File: src/rtl/blm_pkg.sv
// Package for the battery level monitor: request payload types, register
// indexes, level and event codes, discharge curve tables. No dependencies.
`default_nettype none
package blm_pkg;

  localparam int SUM_W   = 18;
  localparam int CNT_W   = 7;
  localparam int DVD_W   = 18;
  localparam int DSR_W   = 12;
  localparam int SEG_W   = 4;
  localparam int CURVE_N = 16;

  localparam logic [1:0] REG_DIVIDER_RATIO = 2'd0;
  localparam logic [1:0] REG_CRITICAL_PCT  = 2'd1;
  localparam logic [1:0] REG_WARNING_PCT   = 2'd2;

  localparam logic [1:0] LVL_UNKNOWN  = 2'd0;
  localparam logic [1:0] LVL_NORMAL   = 2'd1;
  localparam logic [1:0] LVL_WARNING  = 2'd2;
  localparam logic [1:0] LVL_CRITICAL = 2'd3;

  localparam logic [1:0] EVT_NONE      = 2'd0;
  localparam logic [1:0] EVT_WARNING   = 2'd1;
  localparam logic [1:0] EVT_CRITICAL  = 2'd2;
  localparam logic [1:0] EVT_RECOVERED = 2'd3;

  localparam logic [6:0] PCT_FULL  = 7'd100;
  localparam logic [6:0] PCT_EMPTY = 7'd0;

  localparam logic [12:0] CURVE_MV [CURVE_N] = '{
    13'd4200, 13'd4100, 13'd4000, 13'd3900, 13'd3850, 13'd3800, 13'd3750, 13'd3700,
    13'd3650, 13'd3600, 13'd3550, 13'd3500, 13'd3450, 13'd3400, 13'd3350, 13'd3300
  };
  localparam logic [6:0] CURVE_PCT [CURVE_N] = '{
    7'd100, 7'd95, 7'd83, 7'd71, 7'd64, 7'd56, 7'd46, 7'd36,
    7'd26, 7'd19, 7'd13, 7'd8, 7'd5, 7'd3, 7'd1, 7'd0
  };

  typedef struct packed {
    logic [11:0] sample_mv;
    logic        sample_ok;
    logic        last_in_burst;
    logic        charger_pin;
  } in_req_t;

  typedef struct packed {
    logic [14:0] scaled_mv;
    logic [6:0]  percent;
    logic        percent_known;
    logic [1:0]  level;
    logic [1:0]  event_res;
    logic        charging;
    logic        read_failed;
  } out_req_t;

  typedef struct packed {
    logic [SUM_W-1:0] sum;
    logic [CNT_W-1:0] count;
    logic             charging;
  } burst_t;

  typedef struct packed {
    logic [14:0] divider_ratio;
    logic [6:0]  critical_percent;
    logic [6:0]  warning_percent;
  } cfg_t;

  function automatic logic [1:0] pct_to_level(input logic known, input logic [6:0] pct,
                                              input logic [6:0] crit, input logic [6:0] warn);
    logic [1:0] lvl;
    if (!known) begin
      lvl = LVL_UNKNOWN;
    end else if (pct <= crit) begin
      lvl = LVL_CRITICAL;
    end else if (pct <= warn) begin
      lvl = LVL_WARNING;
    end else begin
      lvl = LVL_NORMAL;
    end
    return lvl;
  endfunction

endpackage
`default_nettype wire

File: src/rtl/blm_front.sv
// Front end: accepts sample requests and accumulates the valid ones per burst.
// Pushes one burst record on the burst end. Uses blm_pkg.
`default_nettype none
module blm_front #(
  parameter int SAMPLES_PER_READ = 16
) (
  input  wire                     clk,
  input  wire                     rst_n,
  input  wire                     in_valid,
  output logic                    in_stall,
  input  blm_pkg::in_req_t        in_data,
  input  wire                     q_full,
  output logic                    q_push,
  output blm_pkg::burst_t         q_data
);

  logic [blm_pkg::SUM_W-1:0] sum_r, sum_nxt;
  logic [blm_pkg::CNT_W-1:0] cnt_r, cnt_nxt;
  logic                      take;

  assign in_stall = q_full;
  assign take     = in_valid && !q_full;

  always_comb begin
    sum_nxt = sum_r;
    cnt_nxt = cnt_r;
    if (in_data.sample_ok && (cnt_r < blm_pkg::CNT_W'(SAMPLES_PER_READ))) begin
      sum_nxt = sum_r + blm_pkg::SUM_W'(in_data.sample_mv);
      cnt_nxt = cnt_r + 1'b1;
    end
  end

  assign q_push          = take && in_data.last_in_burst;
  assign q_data.sum      = sum_nxt;
  assign q_data.count    = cnt_nxt;
  assign q_data.charging = !in_data.charger_pin;

  always_ff @(posedge clk) begin
    if (!rst_n) begin
      sum_r <= '0;
      cnt_r <= '0;
    end else if (take) begin
      if (in_data.last_in_burst) begin
        sum_r <= '0;
        cnt_r <= '0;
      end else begin
        sum_r <= sum_nxt;
        cnt_r <= cnt_nxt;
      end
    end
  end

endmodule
`default_nettype wire

File: src/rtl/blm_fifo.sv
// Two-entry queue of burst records between front and back end.
// Uses blm_pkg.
`default_nettype none
module blm_fifo (
  input  wire              clk,
  input  wire              rst_n,
  input  wire              push,
  input  blm_pkg::burst_t  push_data,
  input  wire              pop,
  output blm_pkg::burst_t  head,
  output logic             full,
  output logic             empty
);

  blm_pkg::burst_t mem_r [2];
  logic            wr_ptr_r, rd_ptr_r;
  logic [1:0]      cnt_r;

  assign full  = (cnt_r == 2'd2);
  assign empty = (cnt_r == 2'd0);
  assign head  = mem_r[rd_ptr_r];

  always_ff @(posedge clk) begin
    if (push) begin
      mem_r[wr_ptr_r] <= push_data;
    end
  end

  always_ff @(posedge clk) begin
    if (!rst_n) begin
      wr_ptr_r <= 1'b0;
      rd_ptr_r <= 1'b0;
      cnt_r    <= 2'd0;
    end else begin
      if (push) wr_ptr_r <= !wr_ptr_r;
      if (pop)  rd_ptr_r <= !rd_ptr_r;
      if (push && !pop) begin
        cnt_r <= cnt_r + 2'd1;
      end else if (pop && !push) begin
        cnt_r <= cnt_r - 2'd1;
      end
    end
  end

`ifndef SYNTHESIS
  a_no_overflow: assert property (@(posedge clk) disable iff (!rst_n)
    full && !pop |-> !push) else $error("push into full burst queue");
  a_no_underflow: assert property (@(posedge clk) disable iff (!rst_n)
    empty |-> !pop) else $error("pop from empty burst queue");
`endif

endmodule
`default_nettype wire

File: src/rtl/blm_div.sv
// Restoring divider, one quotient bit per cycle, shared by the average and
// the curve interpolation. Uses blm_pkg.
`default_nettype none
module blm_div (
  input  wire                       clk,
  input  wire                       rst_n,
  input  wire                       start,
  input  wire [blm_pkg::DVD_W-1:0]  dividend,
  input  wire [blm_pkg::DSR_W-1:0]  divisor,
  output logic                      done,
  output logic [blm_pkg::DVD_W-1:0] quotient
);

  localparam int CW = $clog2(blm_pkg::DVD_W);

  logic                      busy_r, done_r;
  logic [CW-1:0]             cnt_r;
  logic [blm_pkg::DVD_W-1:0] quo_r;
  logic [blm_pkg::DSR_W-1:0] rem_r, dsr_r, rem_step;
  logic [blm_pkg::DSR_W:0]   shifted;
  logic                      ge;

  assign shifted  = {rem_r, quo_r[blm_pkg::DVD_W-1]};
  assign ge       = (shifted >= {1'b0, dsr_r});
  assign rem_step = ge ? blm_pkg::DSR_W'(shifted - {1'b0, dsr_r})
                       : shifted[blm_pkg::DSR_W-1:0];
  assign done     = done_r;
  assign quotient = quo_r;

  always_ff @(posedge clk) begin
    if (start) begin
      quo_r <= dividend;
      rem_r <= '0;
      dsr_r <= divisor;
    end else if (busy_r) begin
      quo_r <= {quo_r[blm_pkg::DVD_W-2:0], ge};
      rem_r <= rem_step;
    end
  end

  always_ff @(posedge clk) begin
    if (!rst_n) begin
      busy_r <= 1'b0;
      done_r <= 1'b0;
      cnt_r  <= '0;
    end else begin
      done_r <= 1'b0;
      if (start) begin
        busy_r <= 1'b1;
        cnt_r  <= '0;
      end else if (busy_r) begin
        cnt_r <= cnt_r + 1'b1;
        if (cnt_r == CW'(blm_pkg::DVD_W - 1)) begin
          busy_r <= 1'b0;
          done_r <= 1'b1;
        end
      end
    end
  end

`ifndef SYNTHESIS
  a_start_idle: assert property (@(posedge clk) disable iff (!rst_n)
    start |-> !busy_r) else $error("divider restarted while busy");
`endif

endmodule
`default_nettype wire

File: src/rtl/blm_back.sv
// Back end: per burst record computes average, scaled voltage, curve percent,
// level and event, and holds the result register. Uses blm_pkg, blm_div.
`default_nettype none
module blm_back #(
  parameter int CURVE_POINTS = 16
) (
  input  wire               clk,
  input  wire               rst_n,
  input  blm_pkg::cfg_t     cfg,
  input  wire               q_empty,
  input  blm_pkg::burst_t   q_head,
  output logic              q_pop,
  output logic              out_valid,
  input  wire               out_stall,
  output blm_pkg::out_req_t out_data
);

  localparam logic [2:0] S_IDLE = 3'd0;
  localparam logic [2:0] S_AVG  = 3'd1;
  localparam logic [2:0] S_MUL  = 3'd2;
  localparam logic [2:0] S_SEG  = 3'd3;
  localparam logic [2:0] S_NUM  = 3'd4;
  localparam logic [2:0] S_IDIV = 3'd5;
  localparam logic [2:0] S_FIN  = 3'd6;

  logic [2:0]                state_r, state_nxt;
  logic                      charging_r, failed_r;
  logic [11:0]               avg_r;
  logic [14:0]               mv_r;
  logic [blm_pkg::SEG_W-1:0] seg_r, seg_idx;
  logic [6:0]                pl_r, pct_r;
  logic [6:0]                held_pct_r;
  logic                      held_known_r;
  logic                      out_valid_r;
  blm_pkg::out_req_t         out_data_r;

  logic                      div_start, div_done;
  logic [blm_pkg::DVD_W-1:0] div_dividend, div_quo;
  logic [blm_pkg::DSR_W-1:0] div_divisor;
  logic [26:0]               scaled;
  logic                      seg_hit, clamp_hi, clamp_lo;
  logic [12:0]               vh, vl;
  logic [6:0]                ph, pl, dpct;
  logic [11:0]               dmv, den;
  logic [18:0]               num;
  logic                      out_free, fin;
  logic [1:0]                lvl_old, lvl_new, evt;

  assign q_pop    = (state_r == S_IDLE) && !q_empty;
  assign out_free = !out_valid_r || !out_stall;
  assign fin      = (state_r == S_FIN) && out_free;

  assign scaled = 27'(avg_r) * 27'(cfg.divider_ratio);

  assign clamp_hi = (mv_r >= 15'(blm_pkg::CURVE_MV[0]));
  assign clamp_lo = (mv_r <= 15'(blm_pkg::CURVE_MV[CURVE_POINTS-1]));

  always_comb begin
    seg_hit = 1'b0;
    seg_idx = '0;
    for (int i = CURVE_POINTS - 2; i >= 0; i--) begin
      if ((mv_r <= 15'(blm_pkg::CURVE_MV[i])) && (mv_r >= 15'(blm_pkg::CURVE_MV[i+1]))) begin
        seg_hit = 1'b1;
        seg_idx = blm_pkg::SEG_W'(i);
      end
    end
  end

  assign vh   = blm_pkg::CURVE_MV[seg_r];
  assign vl   = blm_pkg::CURVE_MV[seg_r + 1'b1];
  assign ph   = blm_pkg::CURVE_PCT[seg_r];
  assign pl   = blm_pkg::CURVE_PCT[seg_r + 1'b1];
  assign dpct = ph - pl;
  assign dmv  = 12'(mv_r - 15'(vl));
  assign den  = 12'(vh - vl);
  assign num  = 19'(dpct) * 19'(dmv);

  always_comb begin
    div_start    = 1'b0;
    div_dividend = q_head.sum;
    div_divisor  = blm_pkg::DSR_W'(q_head.count);
    if (q_pop && (q_head.count != '0)) begin
      div_start = 1'b1;
    end else if ((state_r == S_NUM) && (den != '0)) begin
      div_start    = 1'b1;
      div_dividend = num[blm_pkg::DVD_W-1:0];
      div_divisor  = den;
    end
  end

  blm_div u_div (
    .clk      (clk),
    .rst_n    (rst_n),
    .start    (div_start),
    .dividend (div_dividend),
    .divisor  (div_divisor),
    .done     (div_done),
    .quotient (div_quo)
  );

  always_comb begin
    state_nxt = state_r;
    case (state_r)
      S_IDLE: if (q_pop) state_nxt = (q_head.count == '0) ? S_FIN : S_AVG;
      S_AVG:  if (div_done) state_nxt = S_MUL;
      S_MUL:  state_nxt = S_SEG;
      S_SEG:  state_nxt = (clamp_hi || clamp_lo || !seg_hit) ? S_FIN : S_NUM;
      S_NUM:  state_nxt = (den == '0) ? S_FIN : S_IDIV;
      S_IDIV: if (div_done) state_nxt = S_FIN;
      S_FIN:  if (out_free) state_nxt = S_IDLE;
      default: state_nxt = S_IDLE;
    endcase
  end

  always_ff @(posedge clk) begin
    case (state_r)
      S_IDLE: begin
        if (q_pop) begin
          charging_r <= q_head.charging;
          failed_r   <= (q_head.count == '0);
          mv_r       <= '0;
        end
      end
      S_AVG:  if (div_done) avg_r <= div_quo[11:0];
      S_MUL:  mv_r <= scaled[26:12];
      S_SEG: begin
        seg_r <= seg_idx;
        pct_r <= clamp_hi ? blm_pkg::PCT_FULL : blm_pkg::PCT_EMPTY;
      end
      S_NUM: begin
        pl_r  <= pl;
        pct_r <= pl;
      end
      S_IDIV: if (div_done) pct_r <= pl_r + div_quo[6:0];
      default: ;
    endcase
  end

  always_comb begin
    lvl_old = blm_pkg::pct_to_level(held_known_r, held_pct_r,
                                    cfg.critical_percent, cfg.warning_percent);
    lvl_new = blm_pkg::pct_to_level(1'b1, pct_r, cfg.critical_percent, cfg.warning_percent);
    evt     = blm_pkg::EVT_NONE;
    if (lvl_new != lvl_old) begin
      case (lvl_new)
        blm_pkg::LVL_WARNING:  evt = blm_pkg::EVT_WARNING;
        blm_pkg::LVL_CRITICAL: evt = blm_pkg::EVT_CRITICAL;
        blm_pkg::LVL_NORMAL:   if (lvl_old != blm_pkg::LVL_UNKNOWN) evt = blm_pkg::EVT_RECOVERED;
        default: evt = blm_pkg::EVT_NONE;
      endcase
    end
  end

  always_ff @(posedge clk) begin
    if (fin) begin
      out_data_r.scaled_mv   <= mv_r;
      out_data_r.charging    <= charging_r;
      out_data_r.read_failed <= failed_r;
      if (failed_r) begin
        out_data_r.percent       <= held_pct_r;
        out_data_r.percent_known <= held_known_r;
        out_data_r.level         <= lvl_old;
        out_data_r.event_res     <= blm_pkg::EVT_NONE;
      end else begin
        out_data_r.percent       <= pct_r;
        out_data_r.percent_known <= 1'b1;
        out_data_r.level         <= lvl_new;
        out_data_r.event_res     <= evt;
      end
    end
  end

  always_ff @(posedge clk) begin
    if (!rst_n) begin
      state_r      <= S_IDLE;
      held_pct_r   <= '0;
      held_known_r <= 1'b0;
      out_valid_r  <= 1'b0;
    end else begin
      state_r <= state_nxt;
      if (fin) begin
        out_valid_r <= 1'b1;
        if (!failed_r) begin
          held_pct_r   <= pct_r;
          held_known_r <= 1'b1;
        end
      end else if (!out_stall) begin
        out_valid_r <= 1'b0;
      end
    end
  end

  assign out_valid = out_valid_r;
  assign out_data  = out_data_r;

`ifndef SYNTHESIS
  a_pop_only_idle: assert property (@(posedge clk) disable iff (!rst_n)
    q_pop |=> (state_r == S_AVG) || (state_r == S_FIN)) else $error("bad pop sequencing");
  a_known_sticky: assert property (@(posedge clk) disable iff (!rst_n)
    held_known_r |=> held_known_r) else $error("held percent lost");
  a_no_overwrite: assert property (@(posedge clk) disable iff (!rst_n)
    out_valid_r && out_stall |=> $stable(out_data_r)) else $error("result overwritten");
`endif

endmodule
`default_nettype wire

File: src/rtl/battery_level_monitor_top.sv
// Top level of the battery level monitor: config registers, front end,
// burst queue and back end. Uses blm_pkg, blm_front, blm_fifo, blm_back.
//
//   channel | direction | handshake        | payload
//   in_     | input     | in_valid/stall   | blm_pkg::in_req_t
//   out_    | output    | out_valid/stall  | blm_pkg::out_req_t
//   cfg_    | input     | cfg_valid/ready  | cfg_index, cfg_data
//
// Samples are taken one per cycle while in_stall is low; the back end handles a
// burst end with up to two 18-step passes through the shared divider.
// A voltage off the curve span skips the second pass; a failed burst (no
// valid sample) skips both passes.
// Reset is synchronous, active low; control and config registers return to defaults.
// in_stall rises only when the two-entry burst queue is full.
`default_nettype none
module battery_level_monitor_top #(
  parameter int SAMPLES_PER_READ = 16,
  parameter int CURVE_POINTS     = 16
) (
  input  wire               clk,
  input  wire               rst_n,
  input  wire               in_valid,
  output logic              in_stall,
  input  blm_pkg::in_req_t  in_data,
  output logic              out_valid,
  input  wire               out_stall,
  output blm_pkg::out_req_t out_data,
  input  wire               cfg_valid,
  output logic              cfg_ready,
  input  wire [1:0]         cfg_index,
  input  wire [14:0]        cfg_data
);

  blm_pkg::cfg_t   cfg_r;
  blm_pkg::burst_t push_data, head;
  logic            push, pop, full, empty;

  assign cfg_ready = 1'b1;

  always_ff @(posedge clk) begin
    if (!rst_n) begin
      cfg_r.divider_ratio    <= 15'd8192;
      cfg_r.critical_percent <= 7'd10;
      cfg_r.warning_percent  <= 7'd20;
    end else if (cfg_valid) begin
      case (cfg_index)
        blm_pkg::REG_DIVIDER_RATIO: cfg_r.divider_ratio    <= cfg_data;
        blm_pkg::REG_CRITICAL_PCT:  cfg_r.critical_percent <= cfg_data[6:0];
        blm_pkg::REG_WARNING_PCT:   cfg_r.warning_percent  <= cfg_data[6:0];
        default: ;
      endcase
    end
  end

  blm_front #(.SAMPLES_PER_READ(SAMPLES_PER_READ)) u_front (
    .clk      (clk),
    .rst_n    (rst_n),
    .in_valid (in_valid),
    .in_stall (in_stall),
    .in_data  (in_data),
    .q_full   (full),
    .q_push   (push),
    .q_data   (push_data)
  );

  blm_fifo u_fifo (
    .clk       (clk),
    .rst_n     (rst_n),
    .push      (push),
    .push_data (push_data),
    .pop       (pop),
    .head      (head),
    .full      (full),
    .empty     (empty)
  );

  blm_back #(.CURVE_POINTS(CURVE_POINTS)) u_back (
    .clk       (clk),
    .rst_n     (rst_n),
    .cfg       (cfg_r),
    .q_empty   (empty),
    .q_head    (head),
    .q_pop     (pop),
    .out_valid (out_valid),
    .out_stall (out_stall),
    .out_data  (out_data)
  );

endmodule
`default_nettype wire

File: config.mk
export PLATFORM = sky130hd
export DESIGN_NAME = battery_level_monitor_top
export DESIGN_NICKNAME = d
export VERILOG_FILES = /design/src/rtl/blm_pkg.sv /design/src/rtl/blm_front.sv /design/src/rtl/blm_fifo.sv /design/src/rtl/blm_div.sv /design/src/rtl/blm_back.sv /design/src/rtl/battery_level_monitor_top.sv
export SDC_FILE = /design/constraint.sdc
export NUM_CORES = 1
export LEC_CHECK = 0
export ABC_AREA = 0
export BUFFER_PORTS_ARGS = -buffer_cell sky130_fd_sc_hd__buf_2
export CORE_UTILIZATION = 50
export CTS_BUF_LIST = sky130_fd_sc_hd__clkbuf_8
export CTS_CLUSTER_SIZE = 28
export DETAILED_ROUTE_END_ITERATION = 6
export PLACE_DENSITY = 0.74
export SLEW_MARGIN = 20
export SYNTH_ARGS = -nofsm -noshare
export SYNTH_HDL_FRONTEND = slang
export SYNTH_SLANG_ARGS = --single-unit
File: constraint.sdc
create_clock -name clk -period 17.9 [get_ports clk]
set_clock_uncertainty 0.15 [all_clocks]
set_input_delay 0.895 -clock clk [delete_from_list [all_inputs] [get_ports clk]]
set_output_delay 0.895 -clock clk [all_outputs]
set_load 0.02 [all_outputs]
==> out/qor.yml, run 1 <==
fillers: 3860
grt_first_pass_wirelength_um: 89000
rows: 76
antenna_found_initial: 1
cpPeakStageDelay_ns: 0.80
max_cap_violations: 0
first_global_vias: 17600
wl_um: 54400
p_per_area_nw_per_um2: 212
final.setup.tns_ns: 0
io_pins: 69
mostFrequentLayoutCells: "inv_1, nand2_1, nor2_1, ha_1, fa_1"
synth_top_cell_by_area: "edfxtp_1"
place_congestion: 0.909
setup_violations: 0
synth.top_cell.area_share: 0.213
die_width_um: 213
grt_use_total: 0.249
ys.flop_type: "edfxtp_1"
tightest_slew_ns: 1.07
finalCritPeriodShare: 0.538
die_y_um: 213
cts_tree: "built"
hold_viol: 0
cts_resized: 0
yosysWarningCount: 0
rsz0062_at_grt: "no"
synth_nets: 2784
clkTransAtPathRegs_ns: 0.06
final_common_cell: "inv_1"
worstPathArrival_ns: 9.85
synth_edf_count: 158
worstPathMaxFanout: 23
synthCells: 2365
grt_overflow: 0
wl_per_cell_um: 18.2
clockBufferDepth: 3
fin_crit_ns: 9.63
crit_type: "reg2reg"
drtIter0Drc: 1450
postCtsHoldBufs: 0
die_area_um2: 45300
coreArea_um2: 43500
fin_nets: 2794
clk_latency_ns: 0.62
critPathLaunchType: "flip-flop"
slowest_stage: "edfxtp_1"
drc: 0
p_leak_nw: 10.6
htree_levels: 2
cp_top_family: "adder cells"
slew_viol_final: 0
drtPass1Iterations: 6
synthDistinctLibCells: 86
grt_start_max_net_pins: 60
via_per_inst: 5.72
cts_made_buffers: 42
cts_root_buf: "clkbuf_8"
cts.sinks: 248
synthesis.area_um2: 22200
synthArstFlopShare: 0
portBuffers: 67
ir_worst_vdd_v: 0.000674
drtAntennaViolNets: 0
critPathBufInv: 6
avgSynthCellArea_um2: 9.40
worstPathRequired_ns: 18.12
clock.fmax_ghz: 0.104
post_cts_buffers: 0
drive_gt1_frac: 0.0881
start_util: 0.511
antenna_cells: 0
synth_area_leaders: "edfxtp_1, fa_1, ha_1"
status: "completed"
hold_class: "reg2reg"
dp_hpwl_um: 41700
fin_area_um2: 23900
area_growth_pct: 7.45
yosysSeqAreaShare: 0.295
end_kind: "flip-flop"
synth-seq-cells: 248
placedInstanceArea_um2: 23000
slew_headroom: 0.280
vias: 17100
[routing by layer]
metal	track usage	wire [um]
met5	0	0
met4	0.111	2210
met3	0.0285	2740
met2	0.427	26500
met1	0.316	23000
[worst reg2reg max path: cells and delay by family (launching register included)]
family / cells / cell delay, ns
fa+ha+maj: 7 / 3.31
compound gates: 9 / 1.98
simple gates: 5 / 1.11
buf+inv: 6 / 1.05
xor+xnor: 3 / 1.03
flops: 1 / 0.80
[synth_stat cells (all sizes together), types with 6 or more instances]
| cell type | instances |
|---|---|
| nand2 | 234 |
| nor2b | 32 |
| inv | 265 |
| ha | 199 |
| a22oi | 17 |
| nand3 | 23 |
| a211oi | 29 |
| a31oi | 11 |
| o21bai | 6 |
| or2 | 30 |
| a21o | 29 |
| nand2b | 35 |
| o22ai | 8 |
| and2 | 63 |
| o21ai | 94 |
| clkbuf | 98 |
| or3 | 15 |
| o211ai | 11 |
| and3 | 8 |
| a21oi | 131 |
| a221o | 14 |
| xor2 | 36 |
| nand4 | 16 |
| nor4 | 13 |
| nor3 | 33 |
| nor2 | 227 |
| buf | 10 |
| mux2 | 19 |
| mux2i | 55 |
| fa | 183 |
| xnor2 | 55 |
| a21boi | 8 |
| edfxtp | 158 |
| o31ai | 7 |
| a41o | 6 |
| dfxtp | 90 |
| o21a | 19 |
| a221oi | 6 |
[stage by stage]
step	instances	power, mW	hold slack [ns]	setup slack (ns)	util
final	2990	5.05	0.295	8.27	0.550
after global placement	2915	4.37	0.261	8.63	0.528
after detailed placement	2916	4.49	0.290	8.44	0.528
after global routing	2990	5.56	0.310	7.55	0.550
after CTS	2990	5.08	0.305	8.47	0.549
after floorplan	2365	3.72	0.250	9.79	-
[cells by family (layout without fill, tap and decap cells)]
| kind of cell | count (synthesis) | in the layout | synth area share |
|---|---|---|---|
| AO/OA/AOI/OAI | 432 | 432 | 0.130 |
| AND/OR/NAND/NOR | 759 | 759 | 0.162 |
| multiplexers | 75 | 75 | 0.0354 |
| XOR/XNOR | 91 | 91 | 0.0359 |
| other | 1 | 1 | 0.000169 |
| adder cells (fa/ha/maj) | 382 | 382 | 0.277 |
| flip-flops | 248 | 248 | 0.295 |
| buffers and inverters | 377 | 417 | 0.0650 |
[registers in the layout (all words and copies together) (netlist names), 2 cells and up, named ones only]
register	count
u_back.u_div.quotient	18
u_fifo.mem_r	52
u_back.u_div.cnt_r	5
u_front.sum_r	18
u_front.cnt_r	7
u_back.pct_r	7
u_back.out_data	29
u_back.mv_r	15
u_back.state_r	3
u_back.avg_r	12
cfg_r	29
u_back.seg_r	4
u_back.u_div.rem_r	12
u_back.held_pct_r	7
u_fifo.cnt_r	2
u_back.u_div.dsr_r	12
u_back.pl_r	7
[power breakdown]
group	total, mW	leakage, nW	switching (mW)	internal [mW]
clock network	0.564	0.499	0.249	0.315
logic	3.61	7.89	2.04	1.57
registers	0.874	2.20	0.131	0.743
total	5.05	10.6	2.42	2.63
[final timing paths]
path,end,cells past startpoint,start,slack [ns]
worst min-delay path,u_back.out_data[1],0,u_back.charging_r,0.29
worst max register to register,u_back.u_div.quotient[17],30,u_back.seg_r[2],8.27
worst min register to register,u_back.out_data[1],0,u_back.charging_r,0.29
worst max-delay path,u_back.u_div.quotient[17],30,u_back.seg_r[2],8.27
[area by class of cell]
type,instances,area [um^2],area share
Tap cell,585,732,0.0306
Clock buffer,46,633,0.0265
Sequential cell,248,6550,0.274
Inverter,269,1010,0.0423
Multi-Input combinational cell,1740,14300,0.597
Timing Repair Buffer,74,408,0.0171
Clock inverter,28,290,0.0122
Power figures use the tool's default switching activity.
==> run 2: changes to the inputs <==
==> constraint.sdc (replaced) <==
create_clock -name clk -period 9.29 [get_ports clk]
set_clock_uncertainty 0.15 [all_clocks]
set_input_delay 0.4645 -clock clk [delete_from_list [all_inputs] [get_ports clk]]
set_output_delay 0.4645 -clock clk [all_outputs]
set_load 0.02 [all_outputs]
==> run 2 against run 1 <==
First-iteration DRC count down 18%. Worst hold slack got worse by 0.26 ns. Count of clock-buffer cells in the layout up 6. Global-route usage is 0.10 points higher. Maximum frequency increased by 12%. Non-clock buffer count up 19. Register-to-register slack got worse by 7.6 ns. Sequential share of layout area shrank 0.12 points. Final area is 0.45% higher. Core utilization grew 0.24 points. Setup slack worse by 7.6 ns.
==> out/qor.yml, run 2 (synthesis results as in run 1) <==
antenna_found_initial: 0
mostFrequentLayoutCells: "inv_1, nand2_1, nor2_1, ha_1, fa_1"
post_cts_buffers: 0
final.setup.tns_ns: 0
status: "completed"
max_cap_violations: 0
grt_first_pass_wirelength_um: 89200
final_common_cell: "inv_1"
clkTransAtPathRegs_ns: 0.06
wl_um: 55200
drtPass1Iterations: 6
cpPeakStageDelay_ns: 0.57
clk_latency_ns: 0.60
cts.sinks: 248
slew_viol_final: 0
dp_hpwl_um: 42100
portBuffers: 67
die_y_um: 213
via_per_inst: 5.73
critPathLaunchType: "flip-flop"
crit_type: "reg2reg"
area_growth_pct: 7.93
start_util: 0.511
grt_overflow: 0
fin_nets: 2813
tightest_slew_ns: 1.00
largest_reg_flops: 52
wl_per_cell_um: 18.3
finalCritPeriodShare: 0.925
drtAntennaViolNets: 0
drive_gt1_frac: 0.0943
vias: 17300
slew_headroom: 0.324
critPathBufInv: 5
worstPathRequired_ns: 9.48
largest-register: "u_fifo.mem_r"
clockBufferDepth: 3
drtIter0Drc: 1186
worstPathArrival_ns: 8.78
fin_crit_ns: 8.59
slowest_stage: "edfxtp_1"
rows: 76
place_congestion: 0.947
hold_class: "in2reg"
first_global_vias: 17400
cp_top_family: "adder cells"
end_kind: "flip-flop"
clock.fmax_ghz: 0.116
rsz0062_at_grt: "no"
grt_start_max_net_pins: 60
hold_viol: 0
drc: 0
grt_use_total: 0.250
antenna_cells: 0
htree_levels: 2
setup_violations: 0
die_width_um: 213
cts_root_buf: "clkbuf_8"
worstPathMaxFanout: 15
cts_made_buffers: 42
coreArea_um2: 43500
die_area_um2: 45300
io_pins: 69
cts_tree: "built"
[run 2: cell count changes in the layout (fill, tap and decap cells not counted), sizes merged, moves of 5 or more]
cell,delta
clkbuf,+6
inv,+6
dlygate4sd3,+9
bufinv,-5
buf,+10
clkinv,-5
[run 2: final cells by class]
type / instances / area, um^2
inverters: 269 / 1010
repair buffers: 93 / 553
flip-flops and latches: 248 / 6550
fillers: 3802 / 19500
clock buffers: 52 / 716
well taps: 585 / 732
multi-input cells: 1740 / 14300
clock inverters: 26 / 143
[run 2: per-layer routing]
metal,vias to the layer above,GRT usage,share of wire
met5,-,0,0
met4,0,0.103,0.040
met3,139,0.0318,0.058
met2,567,0.433,0.49
met1,8469,0.314,0.41
li1,8099,-,-
[run 2: what timing repair did]
| item | CTS | global route |
|---|---|---|
| endpoints found under the hold margin | 10 | 0 |
| gates resized for setup | 0 | 5 |
| hold buffers | 9 | 0 |
| setup endpoints to repair | 0 | 5 |
[run 2: worst paths after layout]
path / start / end / slack, ns / cells past startpoint
hold reg to reg: u_back.charging_r / u_back.out_data[1] / 0.28 / 0
setup / recovery: u_back.seg_r[1] / u_back.u_div.quotient[16] / 0.70 / 31
hold / removal: cfg_data[1] / cfg_r[15] / 0.03 / 3
setup reg to reg: u_back.seg_r[1] / u_back.u_div.quotient[16] / 0.70 / 31
[run 2: per-stage QoR]
stage | cell area (um^2) | std cells | worst slack [ns] | hold WS, ns | utilization
finish | 24000 | 3013 | 0.701 | 0.0345 | 0.552
global route | 24000 | 3013 | 0.0483 | 0.0245 | 0.552
CTS | 24000 | 3013 | 0.394 | 0.00273 | 0.551
detailed placement | 23000 | 2926 | 0.454 | 0.269 | 0.529
global placement | 23000 | 2926 | 0.586 | 0.273 | 0.529
floorplan | 22200 | 2365 | 1.18 | 0.250 | -
[run 2: worst register-to-register path: cells and delay by family (launching register included)]
family / cells / cell delay [ns]
multiplexers: 1 / 0.17
AO/OA/AOI/OAI: 11 / 2.24
XOR/XNOR: 2 / 0.34
buffers and inverters: 5 / 0.73
adder cells (fa/ha/maj): 8 / 3.72
flip-flops: 1 / 0.57
AND/OR/NAND/NOR: 4 / 0.44
Power of run 2 is not shown: default switching activity piles up to over one toggle a cycle in this logic, so the estimate is an artifact.
